File: config.mk
export PLATFORM = sky130hd
export DESIGN_NAME = base64_stream_decoder_core_flat
export DESIGN_NICKNAME = d
export VERILOG_FILES = /design/src/sv/b64d_pkg.sv /design/src/sv/b64d_if.sv /design/src/sv/b64d_front.sv /design/src/sv/b64d_queue.sv /design/src/sv/b64d_back.sv /design/src/sv/base64_stream_decoder_core.sv /design/src/flat_wrapper.sv
export SDC_FILE = /design/constraint.sdc
export NUM_CORES = 1
export LEC_CHECK = 0
export ABC_CLOCK_PERIOD_IN_PS = 7600
export BUFFER_PORTS_ARGS = -buffer_cell sky130_fd_sc_hd__buf_2
export CORE_ASPECT_RATIO = 0.7
export CORE_MARGIN = 1
export CORE_UTILIZATION = 50
export DETAILED_ROUTE_END_ITERATION = 8
export PLACE_DENSITY = 0.67
export SLEW_MARGIN = 25
export SYNTH_ARGS = -nofsm -noshare
export SYNTH_HDL_FRONTEND = slang
export SYNTH_SLANG_ARGS = --single-unit
File: constraint.sdc
create_clock -name clk -period 7.6 [get_ports clk]
set_input_delay 0.38 -clock clk [delete_from_list [all_inputs] [get_ports clk]]
set_output_delay 0.38 -clock clk [all_outputs]
set_load 0.03 [all_outputs]
File: src/sv/b64d_pkg.sv
`default_nettype none
package b64d_pkg;

    // queue between the decode front and the byte serializer
    localparam int QDEPTH = 4;
    localparam int QAW    = $clog2(QDEPTH);

    // character codes
    localparam logic [7:0] CH_UPPER_A = 8'h41;
    localparam logic [7:0] CH_UPPER_Z = 8'h5a;
    localparam logic [7:0] CH_LOWER_A = 8'h61;
    localparam logic [7:0] CH_LOWER_Z = 8'h7a;
    localparam logic [7:0] CH_DIGIT_0 = 8'h30;
    localparam logic [7:0] CH_DIGIT_9 = 8'h39;
    localparam logic [7:0] CH_PLUS    = 8'h2b;
    localparam logic [7:0] CH_SLASH   = 8'h2f;

    // offsets that map each alphabet range onto its sextet value
    localparam logic [7:0] OFS_UPPER = 8'h41;
    localparam logic [7:0] OFS_LOWER = 8'h47;
    localparam logic [7:0] OFS_DIGIT = 8'hfc;
    localparam logic [5:0] SX_PLUS   = 6'd62;
    localparam logic [5:0] SX_SLASH  = 6'd63;

    // held sextet counts
    localparam logic [1:0] HELD_TWO   = 2'd2;
    localparam logic [1:0] HELD_THREE = 2'd3;

    // one decoded item: up to three results in emission order
    typedef struct packed {
        logic [7:0] b0;
        logic [7:0] b1;
        logic [7:0] b2;
        logic [1:0] nres;     // number of results, 1..3 (0 = none)
        logic       empty;    // single empty end marker
        logic       msg_end;  // last result closes the message
    } job_t;

    // bytes flushed out of a partial group
    typedef struct packed {
        logic [7:0] b0;
        logic [7:0] b1;
        logic [1:0] n;
    } flush_t;

    // sextet value in bits 5:0, bit 6 set for anything outside the alphabet
    function automatic logic [6:0] sextet_of(input logic [7:0] c);
        logic [7:0] d;
        logic [6:0] r;
        d = 8'd0;
        r = 7'h40;
        if (c inside {[CH_UPPER_A:CH_UPPER_Z]}) begin
            d = c - OFS_UPPER;
            r = {1'b0, d[5:0]};
        end else if (c inside {[CH_LOWER_A:CH_LOWER_Z]}) begin
            d = c - OFS_LOWER;
            r = {1'b0, d[5:0]};
        end else if (c inside {[CH_DIGIT_0:CH_DIGIT_9]}) begin
            d = c - OFS_DIGIT;
            r = {1'b0, d[5:0]};
        end else if (c == CH_PLUS) begin
            r = {1'b0, SX_PLUS};
        end else if (c == CH_SLASH) begin
            r = {1'b0, SX_SLASH};
        end
        return r;
    endfunction

    // held_count-1 bytes out of a partial group
    function automatic flush_t flush_group(input logic [17:0] st, input logic [1:0] cnt);
        flush_t f;
        f = '0;
        case (cnt)
            HELD_TWO:
            begin
                f.b0 = st[11:4];
                f.n  = 2'd1;
            end
            HELD_THREE:
            begin
                f.b0 = st[17:10];
                f.b1 = st[9:2];
                f.n  = 2'd2;
            end
            default:
            begin
                f = '0;
            end
        endcase
        return f;
    endfunction

endpackage
`default_nettype wire

File: src/sv/b64d_if.sv
`default_nettype none
// character channel
interface b64d_char_if;
    logic       valid;
    logic       ready;
    logic [7:0] in_char;
    logic       last_char;

    modport source (output valid, output in_char, output last_char, input ready);
    modport sink   (input valid, input in_char, input last_char, output ready);
endinterface

// decoded byte channel
interface b64d_byte_if;
    logic       valid;
    logic       ready;
    logic [7:0] out_byte;
    logic       byte_valid;
    logic       run_last;
    logic       message_end;

    modport source (output valid, output out_byte, output byte_valid,
                    output run_last, output message_end, input ready);
    modport sink   (input valid, input out_byte, input byte_valid,
                    input run_last, input message_end, output ready);
endinterface
`default_nettype wire

File: src/sv/b64d_front.sv
`default_nettype none
module b64d_front (
    input  wire logic          clk,
    input  wire logic          rst_n,
    input  wire logic          in_valid,
    input  wire logic [7:0]    in_char,
    input  wire logic          last_char,
    output logic               in_ready,
    input  wire logic          q_full,
    output logic               push,
    output b64d_pkg::job_t     push_job
);

    logic [17:0] store_reg, store_next;
    logic [1:0]  cnt_reg, cnt_next;
    logic        halted_reg, halted_next;
    logic        accept;

    assign in_ready = !q_full;
    assign accept   = in_valid && !q_full;

    // classify the character and build the job for this word
    always_comb
    begin
        logic [6:0]        sx;
        logic [23:0]       cat;
        logic [1:0]        c2;
        b64d_pkg::flush_t  f;
        sx          = b64d_pkg::sextet_of(in_char);
        cat         = {store_reg, sx[5:0]};
        c2          = cnt_reg + 2'd1;
        f           = '0;
        store_next  = store_reg;
        cnt_next    = cnt_reg;
        halted_next = halted_reg;
        push_job    = '0;
        if (!halted_reg) begin
            if (!sx[6]) begin
                if (cnt_reg == b64d_pkg::HELD_THREE) begin
                    // full group of four
                    push_job.b0   = cat[23:16];
                    push_job.b1   = cat[15:8];
                    push_job.b2   = cat[7:0];
                    push_job.nres = 2'd3;
                    store_next    = '0;
                    cnt_next      = '0;
                end else begin
                    store_next = cat[17:0];
                    cnt_next   = c2;
                    if (last_char) begin
                        f = b64d_pkg::flush_group(cat[17:0], c2);
                        push_job.b0   = f.b0;
                        push_job.b1   = f.b1;
                        push_job.nres = f.n;
                    end
                end
            end else begin
                // padding or invalid character halts the message
                halted_next   = 1'b1;
                f             = b64d_pkg::flush_group(store_reg, cnt_reg);
                push_job.b0   = f.b0;
                push_job.b1   = f.b1;
                push_job.nres = f.n;
                store_next    = '0;
                cnt_next      = '0;
            end
        end
        // end of message resets everything
        if (last_char) begin
            if (push_job.nres == 2'd0) begin
                push_job.nres  = 2'd1;
                push_job.empty = 1'b1;
            end
            push_job.msg_end = 1'b1;
            store_next       = '0;
            cnt_next         = '0;
            halted_next      = 1'b0;
        end
    end

    assign push = accept && (push_job.nres != 2'd0);

    // group state
    always_ff @(posedge clk or negedge rst_n)
    begin
        if (!rst_n) begin
            store_reg  <= '0;
            cnt_reg    <= '0;
            halted_reg <= 1'b0;
        end else if (accept) begin
            store_reg  <= store_next;
            cnt_reg    <= cnt_next;
            halted_reg <= halted_next;
        end
    end

endmodule
`default_nettype wire

File: src/sv/b64d_queue.sv
`default_nettype none
module b64d_queue (
    input  wire logic          clk,
    input  wire logic          rst_n,
    input  wire logic          push,
    input  wire b64d_pkg::job_t push_job,
    output logic               full,
    input  wire logic          pop,
    output logic               head_valid,
    output b64d_pkg::job_t     head_job
);

    b64d_pkg::job_t                mem [b64d_pkg::QDEPTH];
    logic [b64d_pkg::QAW-1:0]      wr_reg, wr_next;
    logic [b64d_pkg::QAW-1:0]      rd_reg, rd_next;
    logic [b64d_pkg::QAW:0]        fill_reg, fill_next;
    logic                          do_push, do_pop;

    assign full       = (fill_reg == (b64d_pkg::QAW+1)'(b64d_pkg::QDEPTH));
    assign head_valid = (fill_reg != '0);
    assign head_job   = mem[rd_reg];
    assign do_push    = push && !full;
    assign do_pop     = pop && head_valid;

    // pointer and fill update
    always_comb
    begin
        wr_next   = do_push ? wr_reg + 1'b1 : wr_reg;
        rd_next   = do_pop ? rd_reg + 1'b1 : rd_reg;
        fill_next = fill_reg;
        if (do_push && !do_pop) begin
            fill_next = fill_reg + 1'b1;
        end else if (do_pop && !do_push) begin
            fill_next = fill_reg - 1'b1;
        end
    end

    always_ff @(posedge clk or negedge rst_n)
    begin
        if (!rst_n) begin
            wr_reg   <= '0;
            rd_reg   <= '0;
            fill_reg <= '0;
        end else begin
            wr_reg   <= wr_next;
            rd_reg   <= rd_next;
            fill_reg <= fill_next;
        end
    end

    // entry storage
    always_ff @(posedge clk)
    begin
        if (do_push) begin
            mem[wr_reg] <= push_job;
        end
    end

endmodule
`default_nettype wire

File: src/sv/b64d_back.sv
`default_nettype none
module b64d_back (
    input  wire logic           clk,
    input  wire logic           rst_n,
    input  wire logic           head_valid,
    input  wire b64d_pkg::job_t head_job,
    output logic                pop,
    output logic                out_valid,
    input  wire logic           out_ready,
    output logic [7:0]          out_byte,
    output logic                byte_valid,
    output logic                run_last,
    output logic                message_end
);

    logic [1:0] idx_reg, idx_next;
    logic       fire;

    assign out_valid = head_valid;
    assign fire      = head_valid && out_ready;
    assign run_last  = (idx_reg == head_job.nres - 2'd1);
    assign message_end = run_last && head_job.msg_end;
    assign byte_valid  = !head_job.empty;
    assign pop         = fire && run_last;

    // pick the byte for the current slot
    always_comb
    begin
        case (idx_reg)
            2'd0:    out_byte = head_job.b0;
            2'd1:    out_byte = head_job.b1;
            2'd2:    out_byte = head_job.b2;
            default: out_byte = 8'd0;
        endcase
        if (head_job.empty) begin
            out_byte = 8'd0;
        end
    end

    // slot counter within the current job
    always_comb
    begin
        idx_next = idx_reg;
        if (fire) begin
            idx_next = run_last ? 2'd0 : idx_reg + 2'd1;
        end
    end

    always_ff @(posedge clk or negedge rst_n)
    begin
        if (!rst_n) begin
            idx_reg <= '0;
        end else begin
            idx_reg <= idx_next;
        end
    end

endmodule
`default_nettype wire

File: src/sv/base64_stream_decoder_core.sv
// a character is decoded in the cycle it is accepted; its job is registered in the
//   job queue and offered from there, one result word per ready cycle
// throughput: one character per cycle while the four-entry job queue has room;
//   the serializer drains one result word per ready cycle (three per full group)
// reset: rst_n clears the held group, halt flag, queue pointers and slot counter
`default_nettype none
module base64_stream_decoder_core (
    input  wire logic   clk,
    input  wire logic   rst_n,
    b64d_char_if.sink   text,
    b64d_byte_if.source data
);

    logic           q_full;
    logic           push;
    b64d_pkg::job_t push_job;
    logic           pop;
    logic           head_valid;
    b64d_pkg::job_t head_job;

    // decode front
    b64d_front u_front (
        .clk       (clk),
        .rst_n     (rst_n),
        .in_valid  (text.valid),
        .in_char   (text.in_char),
        .last_char (text.last_char),
        .in_ready  (text.ready),
        .q_full    (q_full),
        .push      (push),
        .push_job  (push_job)
    );

    // job queue
    b64d_queue u_queue (
        .clk        (clk),
        .rst_n      (rst_n),
        .push       (push),
        .push_job   (push_job),
        .full       (q_full),
        .pop        (pop),
        .head_valid (head_valid),
        .head_job   (head_job)
    );

    // byte serializer
    b64d_back u_back (
        .clk         (clk),
        .rst_n       (rst_n),
        .head_valid  (head_valid),
        .head_job    (head_job),
        .pop         (pop),
        .out_valid   (data.valid),
        .out_ready   (data.ready),
        .out_byte    (data.out_byte),
        .byte_valid  (data.byte_valid),
        .run_last    (data.run_last),
        .message_end (data.message_end)
    );

endmodule
`default_nettype wire

File: src/flat_wrapper.sv
// flat-port wrapper written by rule: the top's interface ports become plain ports
module base64_stream_decoder_core_flat 
  (clk, rst_n, text_valid, text_in_char, text_last_char, text_ready, data_valid, data_out_byte, data_byte_valid, data_run_last, data_message_end, data_ready);
  b64d_char_if text_i ();
  b64d_byte_if data_i ();
  input  wire logic clk;
  input  wire logic rst_n;
  input wire logic [$bits(text_i.valid)-1:0] text_valid;
  input wire logic [$bits(text_i.in_char)-1:0] text_in_char;
  input wire logic [$bits(text_i.last_char)-1:0] text_last_char;
  output wire logic [$bits(text_i.ready)-1:0] text_ready;
  output wire logic [$bits(data_i.valid)-1:0] data_valid;
  output wire logic [$bits(data_i.out_byte)-1:0] data_out_byte;
  output wire logic [$bits(data_i.byte_valid)-1:0] data_byte_valid;
  output wire logic [$bits(data_i.run_last)-1:0] data_run_last;
  output wire logic [$bits(data_i.message_end)-1:0] data_message_end;
  input wire logic [$bits(data_i.ready)-1:0] data_ready;
  assign text_i.valid = text_valid;
  assign text_i.in_char = text_in_char;
  assign text_i.last_char = text_last_char;
  assign text_ready = text_i.ready;
  assign data_valid = data_i.valid;
  assign data_out_byte = data_i.out_byte;
  assign data_byte_valid = data_i.byte_valid;
  assign data_run_last = data_i.run_last;
  assign data_message_end = data_i.message_end;
  assign data_i.ready = data_ready;
  base64_stream_decoder_core u_core (.clk(clk), .rst_n(rst_n), .text(text_i), .data(data_i));
endmodule
* Yosys cells after proc, flatten, opt, wreduce, memory -nomap -nowiden
Memory sizes are Yosys's and may differ from the RTL's.
Cells that the tools add are included.
** Cells by class
- Add/subtract/negate cells :: 10
- Magnitude comparators :: 6
- Equality and inequality tests :: 11
- Muxes and demuxes :: 40
- Reduce and logical (&&, ||, !) cells :: 22
** Operators by type and width (number)
- $mux W18 :: 4
- $mux W16 :: 3
- $mux W8 :: 5
- $mux W7 :: 5
- $pmux W8 S2 :: 2
- $mux W26 :: 1
- $pmux W8 S3 :: 1
- $eq A8 B6 Y1 const B :: 2
- $ge A8 B7 Y1 const B :: 2
- $le A8 B7 Y1 const B :: 2
- $mux W2 :: 8
- $logic_and A1 B1 Y1 :: 12
- $eq A2 B2 Y1 const B :: 5
- $mux W3 :: 3
- $add A2 B1 Y2 const B :: 4
- $ge A8 B6 Y1 const B :: 1
- $le A8 B6 Y1 const B :: 1
- $pmux W2 S2 :: 2
- $sub A6 B1 Y6 const B :: 1
- $sub A6 B3 Y6 const B :: 1
- $sub A6 B6 Y6 const B :: 1
- $mux W1 :: 5
- $logic_not A1 Y1 :: 4
- $logic_not A2 Y1 :: 2
- other kinds (11) :: 12
** Storage, ports and cells
- Flip-flop bits (word level) :: 30
- Memory bits (writable) :: 112
- Bits of input ports :: 13
- Output and inout port bits :: 13
- Word-level logic and storage cells :: 97
- Memories :: 1
** Memory list
- u_core.u_queue.mem :: depth 4, bits a word 28, read ports 1, clocked after Yosys merged registers in 0, write ports 1, line b64d_queue.sv:13 : b64d_pkg::job_t mem [b64d_pkg::QDEPTH];

* Logic depth before layout (Yosys ltp)
- Depth in word-level cells :: 21
- Depth in mapped cells :: 16

* Hierarchy
A second synthesis with hierarchy kept.
** Unflattened totals
- Cell total of the unflattened synthesis :: 464
- Area, all modules :: 6874.1 um^2
** Modules (own cells, without submodules)
- b64d_queue :: instances 1, cells an instance 181, area an instance 4471.8 um^2, seq. area each 3538.4 um^2
- b64d_front :: instances 1, cells an instance 235, area an instance 2024.4 um^2, seq. area each 525.5 um^2
- b64d_back :: instances 1, cells an instance 48, area an instance 377.9 um^2, seq. area each 50.0 um^2

* Least setup slack after synthesis
OpenSTA, ideal clock, no wires.
- Path type :: in2reg
- Start point :: input port text_in_char[0]
- End point :: memory u_core.u_queue.mem[0][0] in the netlist's numbering, enable pin
- Setup time :: 413 ps
- Arrival time :: 3051 ps
- Data required time :: 7187 ps
- Path slack :: 4136 ps
- Cell stages on the path :: 10
- Cells stage by stage :: inv_1 -> ha_1 -> nor2b_1 -> o211a_4 -> a211oi_4 -> nor2_2 -> buf_6 -> a21oi_1 -> o21ai_2 -> nor2_1
** Between the ends
- Word-level cells in the longest chain between the ends :: 16
- Elaborated cells on any way between the ends :: 26
- Classes of those cells :: order compare: 6; eq/ne: 2; mux: 11; reduce/logical: 7
** RTL lines
- start: declaration :: line flat_wrapper.sv:9 : input wire logic [$bits(text_i.in_char)-1:0] text_in_char;
- parallel branches: the longest is 5 deep, another holds $ge A8 B6 Y1
- $mux W7 * :: line b64d_pkg.sv:52 : if (c inside {[CH_UPPER_A:CH_UPPER_Z]}) begin
- $mux W2 * :: line b64d_front.sv:38 : if (!sx[6]) begin
- $mux W26 * :: line b64d_front.sv:37 : if (!halted_reg) begin
- $logic_not A2 Y1 :: line b64d_front.sv:70 : if (push_job.nres == 2'd0) begin
- $mux W3 :: line b64d_front.sv:70
- $mux W4 * :: line b64d_front.sv:69 : if (last_char) begin
- $reduce_bool A2 Y1 * :: line b64d_front.sv:81 : assign push = accept && (push_job.nres != 2'd0);
- $logic_and A1 B1 Y1 * :: line b64d_front.sv:81
- $logic_and A1 B1 Y1 * :: line b64d_queue.sv:22 : assign do_push = push && !full;
- $mux W1 * :: line b64d_queue.sv:54 : if (do_push) begin
- $mux W1 (not written as such) * :: line b64d_queue.sv:55 : mem[wr_reg] <= push_job;
- end: declaration :: line b64d_queue.sv:13
Mark *: on every way between the ends.

* Final worst setup path
- Start point :: input port text_in_char[2]
- End point :: register u_core.u_queue.fill_reg[2] in the netlist's numbering
** Between the ends
- Word-level cells in the longest chain between the ends :: 17
- Elaborated cells on any way between the ends :: 29
- Classes of those cells :: order compare: 6; eq/ne: 2; mux: 10; reduce/logical: 11
** RTL lines
- parallel branches: the longest is 5 deep, another holds $ge A8 B6 Y1
- $mux W7 * :: line b64d_pkg.sv:52
- $mux W2 * :: line b64d_front.sv:38
- $mux W26 * :: line b64d_front.sv:37
- $logic_not A2 Y1 :: line b64d_front.sv:70
- $mux W3 :: line b64d_front.sv:70
- $mux W4 * :: line b64d_front.sv:69
- $reduce_bool A2 Y1 * :: line b64d_front.sv:81
- $logic_and A1 B1 Y1 * :: line b64d_front.sv:81
- $logic_and A1 B1 Y1 * :: line b64d_queue.sv:22
- named net u_core.u_queue.do_push :: line b64d_queue.sv:17 : logic do_push, do_pop;
- $logic_not A1 Y1 :: line b64d_queue.sv:33 : end else if (do_pop && !do_push) begin
- $logic_and A1 B1 Y1 :: line b64d_queue.sv:33
- $reduce_bool A2 Y1 (no source line)
- end signal: assignment :: line b64d_queue.sv:47 : fill_reg <= fill_next;
- end: declaration :: line b64d_queue.sv:16 : logic [b64d_pkg::QAW:0] fill_reg, fill_next;
Mark *: on every way through the listed nets, which the timed path passes.
A chain may end at the register's enable or synchronous reset.

==> flow_summary.json <==
{
  "finalNonFillerCells": 693,
  "ys_ff_latch": 142,
  "arrival_ns": 3.98,
  "cts_inserted_buffers": 17,
  "routed_wl_mm": 14.4,
  "switching_share_pct": 31.7,
  "ys.flop_type": "edfxtp_1",
  "internal_power_mw": 1.77,
  "cts_resized": 0,
  "fp.dieW_um": 141,
  "setup_tns_ns": 0,
  "synth-edff-count": 112,
  "clk_pin_slew_ns": 0.06,
  "syn-cell-area_sq_mm": 0.00676,
  "slew_headroom_pct": 33.3,
  "grt_overflow": 0,
  "worst_ir_drop_vdd_v": 0.000172,
  "syn_inst": 470,
  "yosys.area_share.simple_pct": 8.49,
  "io_buffer_count": 25,
  "firstDrtPassIters": 6,
  "ys_top_cells_by_area": "edfxtp_1 (50%), dfrtp_1 (11%), mux4_2 (9.3%)",
  "drv_slew": 0,
  "synth_top_family_by_area": "compound AO/OA/AOI/OAI gates",
  "clockBufferDepth": 2,
  "startpoint_type": "input pin",
  "synthAdderAreaFrac_pct": 4.74,
  "period_needed_ns": 3.64,
  "synth-compound-area-share_pct": 12.4,
  "rsz0062_at_grt": "no",
  "p_leak_nw": 2.74,
  "antenna_found_initial": 0,
  "crit_type": "input pin to register",
  "synth_most_common_cell": "edfxtp_1",
  "setup_violations": 0,
  "cp_data_required_time_ns": 7.94,
  "maxCapViolCount": 0,
  "yosys_warnings": 0,
  "syn2layout_area_growth_pct": 13.8,
  "cts.sinks": 142,
  "clock_skew_ns": 0.00885,
  "status": "complete, no violations",
  "grt_pass1_vias": 4034,
  "cts_tree": "yes",
  "dp_cells": 661,
  "synthDistinctLibCells": 66,
  "start_util_pct": 51.3,
  "powerDensity_mw_per_mm2": 337,
  "synth.top_cell.area_share_pct": 49.7,
  "postPlaceCellArea_sq_mm": 0.00707,
  "synth_area_leader_cell": "edfxtp_1",
  "drc": 0,
  "holdBufCountCts": 0,
  "drive_gt1_share_pct": 22.8,
  "min_path_type": "input pin to asynchronous set/reset pin",
  "synth.avg_cell_area_sq_um": 14.4,
  "syn-num-nets": 508,
  "ys_seq_area_share_pct": 60.8,
  "die_h_um": 99.3,
  "clk-insertion-delay-late_ns": 0.42,
  "use_met2_pct": 32.2,
  "dieArea_sq_mm": 0.0140,
  "fmax_mhz": 274,
  "tightest_slew_ns": 1.00,
  "crit_path_end_kind": "register",
  "hold_violations": 0,
  "fp-row-count": 35,
  "viasPerCell": 5.95,
  "grt_use_met1_pct": 33.2,
  "via_count": 4126,
  "p_clk_share_pct": 33.4,
  "ios": 26,
  "cp_max_fo": 20,
  "coreArea_sq_mm": 0.0132,
  "root_buffer": "clkbuf_16",
  "avgRoutedWirePerCell_um": 20.7,
  "nets": 533,
  "ys_top_cells_by_count": "edfxtp_1 (112), nand2_1 (37), dfrtp_1 (30)",
  "comb_power_share_pct": 26.7,
  "synth-xor-area-share_pct": 0.907,
  "antenna_left": 0,
  "pwr-share-seq_pct": 39.9,
  "use_met3_pct": 5.10,
  "switching_power_uw": 822,
  "synthArstFlopShare_pct": 21.1,
  "gp_congestion": 0.859,
  "antenna_cells": 0,
  "grt_use_total_pct": 22.3,
  "cts_setup_buffers": 0,
  "grt_pass1_wl_mm": 22.7,
  "htreeDepth": 4,
  "muxShareOfSynthArea_pct": 9.81,
  "drtIter0Drc": 351,
  "grt_max_degree": 31,
  "stdcell_area_sq_mm": 0.00770,
  "largest_reg_flops": 112,
  "busiest_layer": "met1",
  "hpwlAfterDp_mm": 9.19,
  "min_period_over_period_pct": 47.9
}
-- through the flow --
stage          hold slack (ns)  setup slack, ns  utilization [%]  power, mW
2_1_floorplan           0.0844             4.14                -       1.54
3_3_place_gp             0.453             3.70             53.6       1.73
3_5_place_dp             0.475             3.59             53.6       1.74
4_1_cts                 0.0222             4.04             58.3       2.61
5_1_grt                 0.0547             3.67             58.4       2.71
6_report               0.00242             3.96             58.4       2.59
-- layout make-up --
| class | instances | area, sq um |
|---|---|---|
| Clock inverter | 13 | 189 |
| Inverter | 22 | 82.6 |
| Sequential cell | 142 | 4120 |
| Timing Repair Buffer | 31 | 170 |
| Fill cell | 1014 | 5480 |
| Clock buffer | 19 | 433 |
| Multi-Input combinational cell | 281 | 2470 |
| Tap cell | 185 | 231 |
-- cells by family (layout without fill, tap and decap cells) --
logic type | count (synthesis) | in the layout
multiplexers | 31 | 31
AO/OA/AOI/OAI | 112 | 112
adder cells (fa/ha/maj) | 25 | 25
AND/OR/NAND/NOR | 106 | 106
XOR/XNOR | 7 | 7
buffers and inverters | 47 | 85
flip-flops | 142 | 142
-- worst max-delay path: stages --
cell and delay [ns]:
buf_2 0.15, inv_1 0.15, ha_1 0.30, nor2b_1 0.17
a2bb2oi_1 0.27, o21ai_2 0.17, nor2_2 0.71, or2_4 0.28
o21ai_2 0.15, inv_1 0.10, ha_1 0.18, inv_1 0.07
fa_1 0.44, xor2_1 0.17, nor2_1 0.11, xor2_1 0.16
-- per-layer routing --
metal,up-vias,wire [um],share of wire (%)
met5,-,0,0
met4,0,240,1.7
met3,22,804,5.6
met2,134,6200,43
met1,2084,7110,50
li1,1886,-,-
-- path summary, 6_finish.rpt --
| check | slack [ns] | from | endpoint | cells after the start |
|---|---|---|---|---|
| max in group asynchronous | 7.08 | rst_n | u_core.u_queue.rd_reg[0] | 1 |
| hold reg to reg | 0.51 | u_core.u_queue.fill_reg[2] | u_core.u_queue.fill_reg[2] | 1 |
| hold / removal | 0.002 | rst_n | u_core.u_back.idx_reg[1] | 1 |
| setup / recovery | 3.96 | text_in_char[2] | u_core.u_queue.fill_reg[2] | 16 |
| setup reg to reg | 4.23 | u_core.u_queue.rd_reg[0] | u_core.u_queue.fill_reg[2] | 12 |
| min in group clk | 0.29 | data_ready | u_core.u_back.idx_reg[0] | 3 |
-- power groups by stage --
stage | combinational (mW) | sequential [mW] | clock, mW
5_1_grt | 0.746 | 1.05 | 0.908
3_5_place_dp | 0.690 | 1.05 | 0
4_1_cts | 0.694 | 1.04 | 0.879
2_1_floorplan | 0.566 | 0.977 | 0
6_report | 0.691 | 1.03 | 0.866
3_3_place_gp | 0.682 | 1.05 | 0
-- cells in the final DEF (no fill, tap or decap), types with 3 or more instances in the layout --
cell type | netlist | final
a21oi_1 | 25 | 25
a22o_1 | 22 | 22
a22oi_1 | 14 | 14
a32oi_1 | 8 | 8
and2_1 | 6 | 6
buf_2 | 3 | 25
buf_4 | 1 | 6
bufinv_16 | 0 | 4
clkbuf_16 | 0 | 17
dfrtp_1 | 30 | 29
edfxtp_1 | 112 | 112
ha_1 | 24 | 24
inv_1 | 22 | 22
inv_6 | 0 | 3
mux4_2 | 28 | 28
nand2_1 | 37 | 37
nand2b_1 | 3 | 3
nand3_1 | 7 | 7
nor2_1 | 23 | 19
nor2_2 | 1 | 5
nor2b_1 | 4 | 4
o21ai_0 | 13 | 12
o21ai_1 | 3 | 4
or3_1 | 5 | 5
xnor2_1 | 5 | 5
No activity file was read; power rests on OpenSTA's default activity.
